### src/hdl/smg_pkg.sv
// smg_pkg: shared types, constants and fixed-point helpers of the spring-mass grid block
// used by smg_ctrl, smg_dpath and the top level; depends on nothing
`default_nettype none

package smg_pkg;

  // widest node address over the supported grid sizes (up to 8x8)
  localparam int ADDR_MAX_W = 6;

  // scaling constants, Q16
  localparam logic [14:0] K_HALF_Q16   = 15'd29491;
  localparam logic [15:0] FRICTION_Q16 = 16'd52429;

  // reciprocal of the mass 15 for 32-bit dividends, shift 35
  localparam logic [31:0] DIV15_RECIP = 32'd2290649225;

  // substep length and reciprocal for the narrow ms accumulator, shift 15
  localparam logic [3:0]  MS_PER_STEP = 4'd15;
  localparam logic [11:0] STEP_RECIP  = 12'd2185;

  localparam logic signed [31:0] BOUND_MAX = 32'sd8388352;
  localparam logic signed [35:0] SAT_HI    = 36'sd2147483647;
  localparam logic signed [35:0] SAT_LO    = -36'sd2147483648;

  localparam logic [41:0] VEL_LIMIT   = 42'd128;
  localparam logic [41:0] FORCE_LIMIT = 42'd5120;

  // configuration register indexes
  localparam logic [1:0] REG_REST_X = 2'd0;
  localparam logic [1:0] REG_REST_Y = 2'd1;
  localparam logic [1:0] REG_GRACE  = 2'd2;

  // datapath operations issued by the controller, one per cycle
  typedef enum logic [4:0] {
    OP_IDLE,
    OP_LOAD,
    OP_TICK,
    OP_SUB,
    OP_SP_RD,
    OP_SP_DIFF,
    OP_SP_MUL,
    OP_SP_RND,
    OP_SP_WRA,
    OP_SP_WRB,
    OP_ND_RD,
    OP_ND_ABS,
    OP_ND_FMUL,
    OP_ND_FSUB,
    OP_ND_DMUL,
    OP_ND_VADD,
    OP_ND_WR,
    OP_BD_INIT,
    OP_BD_RD,
    OP_BD_CMP,
    OP_BD_ST,
    OP_OUT
  } op_t;

  typedef struct packed {
    op_t                   op;
    logic                  vert;
    logic                  capture;
    logic [ADDR_MAX_W-1:0] addr_a;
    logic [ADDR_MAX_W-1:0] addr_b;
  } cmd_t;

  typedef struct packed {
    logic [3:0] steps;
  } stat_t;

  // saturate to the signed 32-bit range
  function automatic logic signed [31:0] sat32(input logic signed [35:0] v);
    logic signed [31:0] r;
    if (v > SAT_HI) begin
      r = 32'sh7fffffff;
    end else if (v < SAT_LO) begin
      r = 32'sh80000000;
    end else begin
      r = v[31:0];
    end
    return r;
  endfunction

  // magnitude of a signed 32-bit value
  function automatic logic [32:0] mag33(input logic signed [31:0] v);
    logic signed [32:0] e;
    e = 33'(v);
    return v[31] ? 33'(-e) : 33'(e);
  endfunction

  // round a Q16 product to nearest, ties away from zero (on the magnitude)
  function automatic logic [32:0] round16(input logic [47:0] p);
    logic [48:0] s;
    s = {1'b0, p} + 49'd32768;
    return s[48:16];
  endfunction

  // clamp to the bounds range, 24-bit result
  function automatic logic [23:0] clampb(input logic signed [31:0] v);
    logic signed [31:0] r;
    if (v > BOUND_MAX) begin
      r = BOUND_MAX;
    end else if (v < -BOUND_MAX) begin
      r = -BOUND_MAX;
    end else begin
      r = v;
    end
    return r[23:0];
  endfunction

endpackage

`default_nettype wire

### src/hdl/smg_ctrl.sv
// smg_ctrl: sequencer of the spring-mass grid block, walks springs, nodes and bounds
// depends on smg_pkg; drives smg_dpath through cmd_t and reads stat_t
`default_nettype none

module smg_ctrl #(
  parameter int GRID_COLS = 4,
  parameter int GRID_ROWS = 4
) (
  input  wire logic          clk,
  input  wire logic          rst_n,
  input  wire logic          in_valid,
  input  wire logic          in_func,
  output logic               in_ready,
  input  wire logic          out_ready,
  output logic               out_valid,
  input  wire smg_pkg::stat_t stat,
  output smg_pkg::cmd_t      cmd
);
  import smg_pkg::*;

  localparam int NODES = GRID_COLS * GRID_ROWS;
  localparam int NA    = $clog2(NODES);
  localparam int CA    = $clog2(GRID_COLS);
  localparam int RA    = $clog2(GRID_ROWS);

  localparam logic [4:0] S_IDLE    = 5'd0;
  localparam logic [4:0] S_LOAD    = 5'd1;
  localparam logic [4:0] S_TICK    = 5'd2;
  localparam logic [4:0] S_CHK     = 5'd3;
  localparam logic [4:0] S_SUB     = 5'd4;
  localparam logic [4:0] S_SEL     = 5'd5;
  localparam logic [4:0] S_SP_RD   = 5'd6;
  localparam logic [4:0] S_SP_DIFF = 5'd7;
  localparam logic [4:0] S_SP_MUL  = 5'd8;
  localparam logic [4:0] S_SP_RND  = 5'd9;
  localparam logic [4:0] S_SP_WRA  = 5'd10;
  localparam logic [4:0] S_SP_WRB  = 5'd11;
  localparam logic [4:0] S_ND_RD   = 5'd12;
  localparam logic [4:0] S_ND_ABS  = 5'd13;
  localparam logic [4:0] S_ND_FMUL = 5'd14;
  localparam logic [4:0] S_ND_FSUB = 5'd15;
  localparam logic [4:0] S_ND_DMUL = 5'd16;
  localparam logic [4:0] S_ND_VADD = 5'd17;
  localparam logic [4:0] S_ND_WR   = 5'd18;
  localparam logic [4:0] S_BD_INIT = 5'd19;
  localparam logic [4:0] S_BD_RD   = 5'd20;
  localparam logic [4:0] S_BD_CMP  = 5'd21;
  localparam logic [4:0] S_BD_ST   = 5'd22;
  localparam logic [4:0] S_OUT     = 5'd23;

  logic [4:0]    state_r, state_nxt;
  logic [NA-1:0] i_r, i_nxt;
  logic [CA-1:0] c_r, c_nxt;
  logic [RA-1:0] r_r, r_nxt;
  logic          vert_r, vert_nxt;
  logic [3:0]    k_r, k_nxt;
  logic          out_valid_r, out_valid_nxt;

  logic          last_node;
  logic          last_col;
  logic          can_out;
  logic          spring_ph;
  logic [NA-1:0] sp_a;
  op_t           op;

  assign last_node = (i_r == NA'(NODES - 1));
  assign last_col  = (c_r == CA'(GRID_COLS - 1));
  assign can_out   = !out_valid_r || out_ready;
  assign in_ready  = (state_r == S_IDLE);
  assign out_valid = out_valid_r;

  // first node of the current spring: left or upper neighbour
  assign sp_a = vert_r ? (i_r - NA'(GRID_COLS)) : (i_r - NA'(1));
  assign spring_ph = (state_r == S_SP_RD) || (state_r == S_SP_DIFF) ||
                     (state_r == S_SP_MUL) || (state_r == S_SP_RND) ||
                     (state_r == S_SP_WRA) || (state_r == S_SP_WRB);

  // next state and counters
  always_comb begin
    state_nxt = state_r;
    i_nxt     = i_r;
    c_nxt     = c_r;
    r_nxt     = r_r;
    vert_nxt  = vert_r;
    k_nxt     = k_r;
    unique case (state_r)
      S_IDLE: begin
        if (in_valid) begin
          state_nxt = in_func ? S_TICK : S_LOAD;
        end
      end
      S_LOAD:    state_nxt = S_IDLE;
      S_TICK:    state_nxt = S_CHK;
      S_CHK: begin
        k_nxt     = 4'd0;
        state_nxt = (stat.steps == 4'd0) ? S_OUT : S_SUB;
      end
      S_SUB: begin
        i_nxt     = '0;
        c_nxt     = '0;
        r_nxt     = '0;
        vert_nxt  = 1'b0;
        state_nxt = S_SEL;
      end
      S_SEL: begin
        if (!vert_r) begin
          if (c_r != '0) begin
            state_nxt = S_SP_RD;
          end else begin
            vert_nxt = 1'b1;
          end
        end else if (r_r != '0) begin
          state_nxt = S_SP_RD;
        end else begin
          vert_nxt = 1'b0;
          if (last_node) begin
            i_nxt     = '0;
            state_nxt = S_ND_RD;
          end else begin
            i_nxt = i_r + NA'(1);
            c_nxt = last_col ? '0 : c_r + CA'(1);
            r_nxt = last_col ? r_r + RA'(1) : r_r;
          end
        end
      end
      S_SP_RD:   state_nxt = S_SP_DIFF;
      S_SP_DIFF: state_nxt = S_SP_MUL;
      S_SP_MUL:  state_nxt = S_SP_RND;
      S_SP_RND:  state_nxt = S_SP_WRA;
      S_SP_WRA:  state_nxt = S_SP_WRB;
      S_SP_WRB: begin
        state_nxt = S_SEL;
        if (!vert_r) begin
          vert_nxt = 1'b1;
        end else begin
          vert_nxt = 1'b0;
          if (last_node) begin
            i_nxt     = '0;
            state_nxt = S_ND_RD;
          end else begin
            i_nxt = i_r + NA'(1);
            c_nxt = last_col ? '0 : c_r + CA'(1);
            r_nxt = last_col ? r_r + RA'(1) : r_r;
          end
        end
      end
      S_ND_RD:   state_nxt = S_ND_ABS;
      S_ND_ABS:  state_nxt = S_ND_FMUL;
      S_ND_FMUL: state_nxt = S_ND_FSUB;
      S_ND_FSUB: state_nxt = S_ND_DMUL;
      S_ND_DMUL: state_nxt = S_ND_VADD;
      S_ND_VADD: state_nxt = S_ND_WR;
      S_ND_WR: begin
        if (last_node) begin
          i_nxt     = '0;
          k_nxt     = k_r + 4'd1;
          state_nxt = ((k_r + 4'd1) == stat.steps) ? S_BD_INIT : S_SUB;
        end else begin
          i_nxt     = i_r + NA'(1);
          state_nxt = S_ND_RD;
        end
      end
      S_BD_INIT: begin
        i_nxt     = '0;
        state_nxt = S_BD_RD;
      end
      S_BD_RD:   state_nxt = S_BD_CMP;
      S_BD_CMP: begin
        if (last_node) begin
          state_nxt = S_BD_ST;
        end else begin
          i_nxt     = i_r + NA'(1);
          state_nxt = S_BD_RD;
        end
      end
      S_BD_ST:   state_nxt = S_OUT;
      S_OUT: begin
        if (can_out) begin
          state_nxt = S_IDLE;
        end
      end
      default:   state_nxt = S_IDLE;
    endcase
  end

  // result register handshake
  always_comb begin
    out_valid_nxt = (out_valid_r && !out_ready) || ((state_r == S_OUT) && can_out);
  end

  // operation decode
  always_comb begin
    unique case (state_r)
      S_LOAD:    op = OP_LOAD;
      S_TICK:    op = OP_TICK;
      S_SUB:     op = OP_SUB;
      S_SP_RD:   op = OP_SP_RD;
      S_SP_DIFF: op = OP_SP_DIFF;
      S_SP_MUL:  op = OP_SP_MUL;
      S_SP_RND:  op = OP_SP_RND;
      S_SP_WRA:  op = OP_SP_WRA;
      S_SP_WRB:  op = OP_SP_WRB;
      S_ND_RD:   op = OP_ND_RD;
      S_ND_ABS:  op = OP_ND_ABS;
      S_ND_FMUL: op = OP_ND_FMUL;
      S_ND_FSUB: op = OP_ND_FSUB;
      S_ND_DMUL: op = OP_ND_DMUL;
      S_ND_VADD: op = OP_ND_VADD;
      S_ND_WR:   op = OP_ND_WR;
      S_BD_INIT: op = OP_BD_INIT;
      S_BD_RD:   op = OP_BD_RD;
      S_BD_CMP:  op = OP_BD_CMP;
      S_BD_ST:   op = OP_BD_ST;
      S_OUT:     op = can_out ? OP_OUT : OP_IDLE;
      default:   op = OP_IDLE;
    endcase
  end

  assign cmd.op      = op;
  assign cmd.vert    = vert_r;
  assign cmd.capture = in_valid && in_ready;
  assign cmd.addr_a  = ADDR_MAX_W'(spring_ph ? sp_a : i_r);
  assign cmd.addr_b  = ADDR_MAX_W'(i_r);

  // state registers
  always_ff @(posedge clk) begin
    if (!rst_n) begin
      state_r     <= S_IDLE;
      i_r         <= '0;
      c_r         <= '0;
      r_r         <= '0;
      vert_r      <= 1'b0;
      k_r         <= 4'd0;
      out_valid_r <= 1'b0;
    end else begin
      state_r     <= state_nxt;
      i_r         <= i_nxt;
      c_r         <= c_nxt;
      r_r         <= r_nxt;
      vert_r      <= vert_nxt;
      k_r         <= k_nxt;
      out_valid_r <= out_valid_nxt;
    end
  end

endmodule

`default_nettype wire

### config.mk
export PLATFORM = sky130hd
export DESIGN_NAME = smg_ctrl
export DESIGN_NICKNAME = d
export VERILOG_FILES = /design/src/hdl/smg_pkg.sv /design/src/hdl/smg_ctrl.sv
export SDC_FILE = /design/constraint.sdc
export NUM_CORES = 1
export LEC_CHECK = 0
export ABC_AREA = 1
export BUFFER_PORTS_ARGS = -buffer_cell sky130_fd_sc_hd__buf_2
export CORE_UTILIZATION = 59
export CTS_BUF_LIST = sky130_fd_sc_hd__clkbuf_4 sky130_fd_sc_hd__clkbuf_8
export DETAILED_ROUTE_END_ITERATION = 16
export GPL_TIMING_DRIVEN = 0
export PLACE_DENSITY = 0.83
export SLEW_MARGIN = 20
export SYNTH_ARGS = -nofsm -noshare
export SYNTH_HDL_FRONTEND = slang
export SYNTH_SLANG_ARGS = --single-unit
### constraint.sdc
create_clock -name clk -period 2.1 [get_ports clk]
set_input_delay 0.315 -clock clk [delete_from_list [all_inputs] [get_ports clk]]
set_output_delay 0.315 -clock clk [all_outputs]
set_load 0.05 [all_outputs]
Word-level counts from Yosys, hierarchy flattened:

Index checks and enable logic that the tools add are counted.

* output and inout bits: 21
* bits in registers: 19

* reductions and logical operators: 24
* add/sub/neg operators: 6
* eq/ne operators: 35
* mux-type cells: 43

Operator list (count)
* 5-bit case mux with 23 select lines: 1
* 5-bit case mux with 21 select lines: 1
* 5-bit 2-to-1 mux: 10
* 5-bit by 4-bit == test with 1-bit output, second input constant: 8
* 5-bit == test, second input constant: 8
* 4-bit 2-to-1 mux: 10
* 2-bit 2-to-1 mux: 12
* 5-bit by 3-bit == test with 1-bit output, second input constant: 4
* 4-bit case mux with 5 select lines: 1
* 2-bit != test, second input constant: 7
* 2-bit case mux with 3 select lines: 2
* 5-bit by 2-bit == test with 1-bit output, second input constant: 2
* 4-bit by 1-bit adder with 4-bit output, second input constant: 2
* 4-bit case mux with 2 select lines: 1
* 4-bit AND reduction: 2
* 1-bit logical OR: 7
* 2-bit nonzero test: 3
* 5-bit by 1-bit == test with 1-bit output, second input constant: 1
* 5-bit zero test: 1
* 5-bit AND reduction: 1
* 5-bit nonzero test: 1
* 2-bit by 1-bit adder with 2-bit output, second input constant: 2
* 4-bit == test: 1
* 4-bit == test, second input constant: 1
* other kinds (13): 19

Logic depth before layout (Yosys ltp):

Gate-level depths: netlist of the first run.

* word-level depth: 7
* gate-level depth with buffers: 13

Worst setup path after synthesis of the first run:

No wires, ideal clock.

* path type: register -> output
* start: register i_r[0]
* end: output port cmd[7] (netlist name)
* arrival time: 2308 ps
* buffers on the path: 0
* cell stages (with the launch flop): 4
* slack: -523 ps
* path through: dfxtp_1 -> inv_1 -> ha_1 -> o21ai_0

RTL lines
* start: declaration: line smg_ctrl.sv:52 `logic [NA-1:0] i_r, i_nxt;`
* start signal: assignment: line smg_ctrl.sv:237 `i_r <= i_nxt;`
* end: declaration: line smg_ctrl.sv:17 `output smg_pkg::cmd_t cmd`

==> run summary, run 1 <==
outcome -> finished, violations left
violated checks -> DRC
Hold Fails Final Rpt -> 0
vias per cell -> 5.63
first-pass GRT wire length -> 7780 um
synth cell count leaders -> 82 x nand2_1, 44 x nor2_1, 39 x inv_1
worst setup path category -> flip-flop to output port
static leakage -> 1.21 nW
total power -> 0.951 mW
post-DP HPWL -> 3670 um
CP max stage delay -> 0.41 ns
crit path to -> cmd[14]
Ports -> 30
Stages on worst setup path -> 8
Cell Area, Synth -> 1820 um^2
Die X -> 57.6 um
drt first pass iters -> 11
Cell variety after synth -> 27
Crit-path slowest cell -> dfxtp_2
# fillers -> 247
Placed Area -> 2010 um^2
Top FF cell, synth -> dfxtp_1
CTS tree -> yes
Top cell by count, worst path -> inv_2
root buf cell -> clkbuf_4
Ys Warns -> 0
crit path cell chain -> inv_2 > nand2_2 > inv_1 > nand2_4 > inv_2 > nor3_1 > nand4_1 > buf_6
crit path buf inv count -> 4
WL final -> 5150 um
WP data arrival -> 1.75 ns
# nets final -> 378
Yosys reg bits -> 19
final antenna-violating net count -> 0
post-route cell area -> 2240 um^2
CTS Buf Count -> 3
Reg clk slew, reported paths -> 0.11 ns
chip height -> 57.6 um
sequential fraction of the synthesis area -> 0.209
Register-to-Register Setup Slack -> 0.23 ns
CP delay by family, top -> simple AND/OR/NAND/NOR gates
RD Place Congestion -> 0.922
vias in the first global route -> 1,790
leading post-synthesis cells by cell area -> dfxtp_1 21%, nand2_1 17%, nand3_1 9.1%
initial antenna violation count -> 0
CP Capture Type -> output port
crit share post-route -> 0.981
Worst EP required -> 1.78 ns
clk_lat worst skew -> 0.31 ns
FF-to-FF path depth -> 10
Least-Margin Pin Slew -> 0.527 ns
die area -> 3320 um^2
multi-input logic area -> 1320 um^2
GRT Util Overall -> 0.297
Mapped Cells -> 320
RSZ-0062 raised after global routing -> yes
fraction of layout instances using a drive strength above 1 -> 0.238
core area -> 2850 um^2
FFs w/ async S/R, synth -> 0
Fmax -> 485 MHz
Hold WC Path Type -> primary input to flip-flop
post-synth top area cell -> dfxtp_1
Area Growth Syn to Fin -> 22.9%
Final Max Tran Viols -> 0
most common cell in the synthesized netlist -> nand2_1
CP Max Fanout -> 9
crit start category -> flip-flop
Rel. slew slack -> 0.648
Max Clock Skew -> 0.000984 ns
drt drc -> 4
syn_area_per_cell -> 5.70 um^2
clock sinks -> 19
Starting DRT DRC Count -> 267
PwrDens -> 424 nW/um^2
PortBufs -> 24
sequential cell area -> 389 um^2
via count -> 2,208
top-area cell type share of the netlist area -> 0.209
FP Rows -> 19
Setup Viol. Count Final -> 0
post-route setup TNS -> 0 ns
Hold WS -> 0.301 ns
pin count of the biggest net entering global routing -> 12
Post-synth EDFFs -> 0
initial core utilization -> 0.639
clock tree buffer depth -> 2
Antenna Cells -> 0
H-tree depth -> 1
routed length per instance -> 13.1 um
maximum vdd drop -> 0.366 mV
# Max-Cap Violations -> 0
Reg-to-Reg End -> i_r[1]
Tmin final -> 2.06 ns
total global routing overflow -> 0
R2R Path Start -> i_r[2]
Final Util -> 0.786
Worst Setup SP -> state_r[4]
==> placed cells by master, fill, tap and decap left out <==
cell / count
nor2_1: 40
o21ai_1: 3
clkbuf_1: 3
nor3_4: 2
inv_1: 38
o211ai_1: 2
xor2_1: 2
a211oi_1: 1
buf_4: 19
buf_2: 16
clkinv_2: 1
dfxtp_2: 4
nor3_2: 1
nor2_4: 5
xnor2_2: 1
inv_2: 6
nand2_1: 76
nand4_1: 10
ha_1: 7
dfxtp_4: 1
clkbuf_4: 4
xor2_2: 1
buf_6: 5
xnor2_1: 1
o21ai_0: 14
a21oi_1: 16
o22ai_1: 4
nand2_2: 11
dfxtp_1: 14
or2_1: 1
nand2_4: 3
nor2_2: 5
nand3_1: 33
conb_1: 4
nor3_1: 6
o21ai_4: 1
==> state kept, by name (all words and copies together) (netlist names) <==
| signal | cells |
|---|---|
| c_r | 2 |
| i_r | 4 |
| k_r | 4 |
| out_valid | 1 |
| r_r | 2 |
| state_r | 5 |
| vert_r | 1 |
==> through the flow <==
| step | worst slack [ns] | std cells |
|---|---|---|
| 4_1_cts | -0.0110 | 382 |
| 2_1_floorplan | -0.181 | 323 |
| 5_1_grt | -0.0407 | 392 |
| 3_3_place_gp | -0.0566 | 378 |
| 3_5_place_dp | -0.0629 | 378 |
| 6_report | 0.0396 | 392 |
==> how the worst min path moves through the flow <==
stage / start / endpoint / slack (ns) / cells past startpoint
after global placement: c_r[1] / c_r[1] / 0.48 / 2
after CTS: out_ready / out_valid / 0.30 / 4
after floorplan: c_r[1] / c_r[1] / 0.46 / 2
final: out_ready / out_valid / 0.30 / 4
after global routing: out_ready / out_valid / 0.32 / 4
after detailed placement: c_r[1] / c_r[1] / 0.49 / 2
==> worst min-delay path, cell delays in order <==
cell and delay (ns):
buf_2 0.08, inv_1 0.04, nand2_1 0.07, a21oi_1 0.06
==> kinds of logic after synthesis <==
family	Yosys count	share of synthesized area
AO/OA/AOI/OAI	41	0.119
XOR/XNOR	5	0.0240
adder cells (fa/ha/maj)	7	0.0480
buffers and inverters	54	0.126
flip-flops	19	0.209
other	1	0.00206
AND/OR/NAND/NOR	193	0.472
==> area by class of cell <==
cell class / instances / share of cell area
Clock buffer: 3 / 0.0101
Sequential cell: 19 / 0.174
Inverter: 44 / 0.0737
Timing Repair Buffer: 34 / 0.101
Multi-Input combinational cell: 250 / 0.590
Buffer: 10 / 0.0318
Clock inverter: 1 / 0.00223
Tap cell: 31 / 0.0173
==> power breakdown <==
group	internal (mW)	leakage (nW)	switching (mW)
sequential	0.375	0.156	0.0188
clock	0.0712	0.0177	0.124
combinational	0.116	1.03	0.246
==> what timing repair did <==
action                     4_1_cts  5_1_grt
setup buffers                    0       10
pin swaps                        0        5
resized for setup               24       18
setup endpoints to repair        8        8
hold buffers                     0        0
==> layer usage <==
layer | part of all wire | routed length [um] | vias up | track usage
met1 | 0.42 | 2180 | 960 | 0.415
met2 | 0.47 | 2420 | 128 | 0.485
met4 | 0.021 | 108 | 0 | 0.0941
met5 | 0 | 0 | - | 0
li1 | - | - | 1103 | -
met3 | 0.085 | 436 | 17 | 0.0227
Power figures use the tool's default switching activity.
==> run 2, diff against run 1 <==
Settings changed: BUFFER_PORTS_ARGS -buffer_cell sky130_fd_sc_hd__buf_2 to -buffer_cell sky130_fd_sc_hd__buf_4, RECOVER_POWER set to 25.
==> run summary, run 2 (synthesis gave the netlist of run 1 again) <==
WHS Path Cells -> 4
CP Capture Type -> output port
top flop regs -> state_r (5), i_r (4), k_r (4)
Die X -> 57.6 um
WP data arrival -> 1.78 ns
RSZ-0062 raised after global routing -> yes
routed length per instance -> 13.1 um
Setup Viol. Count Final -> 0
commonest non-fill, non-tap cell in the layout -> nand2_1
crit share post-route -> 0.999
Ports -> 30
total global routing overflow -> 0
post-route cell area -> 2200 um^2
Least-Margin Pin Slew -> 0.599 ns
initial core utilization -> 0.639
CP Max Fanout -> 6
setup ws final -> 0.00238 ns
via count -> 2,220
CTS Buf Count -> 3
pin count of the biggest net entering global routing -> 11
post-DP HPWL -> 3620 um
outcome -> finished, violations left
first-pass GRT wire length -> 7780 um
# nets final -> 372
Tmin final -> 2.10 ns
Final Util -> 0.770
Non-Filler Instances -> 386
clk_lat worst skew -> 0.30 ns
Worst EP required -> 1.78 ns
Max Clock Skew -> 0.00229 ns
GRT Util Overall -> 0.296
H-tree depth -> 1
Placed Area -> 2070 um^2
Largest Register -> state_r
vias in the first global route -> 1,852
Rel. slew slack -> 0.603
clock tree buffer depth -> 2
Antenna Cells -> 0
Crit-path slowest cell -> dfxtp_4
drt drc -> 3
clock sinks -> 19
Hold WS -> 0.308 ns
PwrDens -> 435 nW/um^2
core area -> 2850 um^2
initial antenna violation count -> 0
RD Place Congestion -> 0.939
FP Rows -> 19
crit start category -> flip-flop
total power -> 0.956 mW
static leakage -> 1.15 nW
CP max stage delay -> 0.42 ns
# fillers -> 258
Reg clk slew, reported paths -> 0.11 ns
worst setup path category -> flip-flop to output port
CTS tree -> yes
# placed instances -> 378
die area -> 3320 um^2
chip height -> 57.6 um
Starting DRT DRC Count -> 253
Hold WC Path Type -> primary input to flip-flop
maximum vdd drop -> 0.384 mV
WL final -> 5060 um
vias per cell -> 5.75
fraction of layout instances using a drive strength above 1 -> 0.194
Final Max Tran Viols -> 0
FF-to-FF path depth -> 9
Area Growth Syn to Fin -> 20.5%
crit path cell chain -> inv_1 > nor2_4 > nand2_1 > nand2_1 > nand2_2 > inv_1 > nor2_1 > nand3_1 > buf_4
Hold Fails Final Rpt -> 0
most frequent cells in the layout -> 78 x nand2_1, 43 x nor2_1, 39 x inv_1
max reg flops -> 5
PortBufs -> 24
final antenna-violating net count -> 0
root buf cell -> clkbuf_4
Fmax -> 477 MHz
pre-CTS WS -> -0.0207 ns
violated checks -> DRC
# Max-Cap Violations -> 0
post-route setup TNS -> 0 ns
drt first pass iters -> 11
run 2: changes by cell type in the layout (fill, tap and decap cells not counted), moves of 2 or more:
| cell | previous run | this run |
|---|---|---|
| nor2_1 | 40 | 43 |
| nand2_1 | 76 | 78 |
| nand2_2 | 11 | 9 |
| nor2_2 | 5 | 2 |
| o21ai_2 | 0 | 2 |
| buf_4 | 19 | 24 |
| clkbuf_1 | 3 | 8 |
| buf_2 | 16 | 0 |
run 2: final timing paths:
path	startpoint	to	slack (ns)
worst max-delay path	state_r[2]	cmd[18]	0.002
worst min-delay path	out_ready	out_valid	0.31
worst max register to register	i_r[2]	i_r[0]	0.23
worst min register to register	c_r[1]	c_r[1]	0.50
run 2: cell type report:
cell class	count	area [um^2]	area share
multi-input cells	250	1300	0.592
flip-flops and latches	19	392	0.178
repair buffers	28	199	0.0906
inverters	44	165	0.0752
plain buffers	10	71.3	0.0325
well taps	31	38.8	0.0177
clock buffers	4	30.0	0.0137
run 2: repair_timing:
| item | 4_1_cts | 5_1_grt |
|---|---|---|
| endpoints found under the setup margin | 8 | 8 |
| resized for setup | 12 | 17 |
| hold buffers | 0 | 0 |
| pin swaps | 1 | 1 |
| setup buffers | 0 | 4 |
run 2: per-layer routing:
metal  GRT usage  routed length [um]
met5           0                   0
met4       0.101                 114
met3      0.0159                 444
met2       0.490                2330
met1       0.408                2170
run 2: worst max-delay path: cells and delay by family (launching register included):
kind                   cells  cell delay, ns
buffers and inverters      3            0.37
AND/OR/NAND/NOR            6            0.68
flip-flops                 1            0.42
run 2: where the power goes:
group          internal (mW)  leakage [nW]  switching [mW]
logic                  0.119         0.971           0.242
registers              0.375         0.156          0.0189
clock network         0.0869        0.0184           0.114
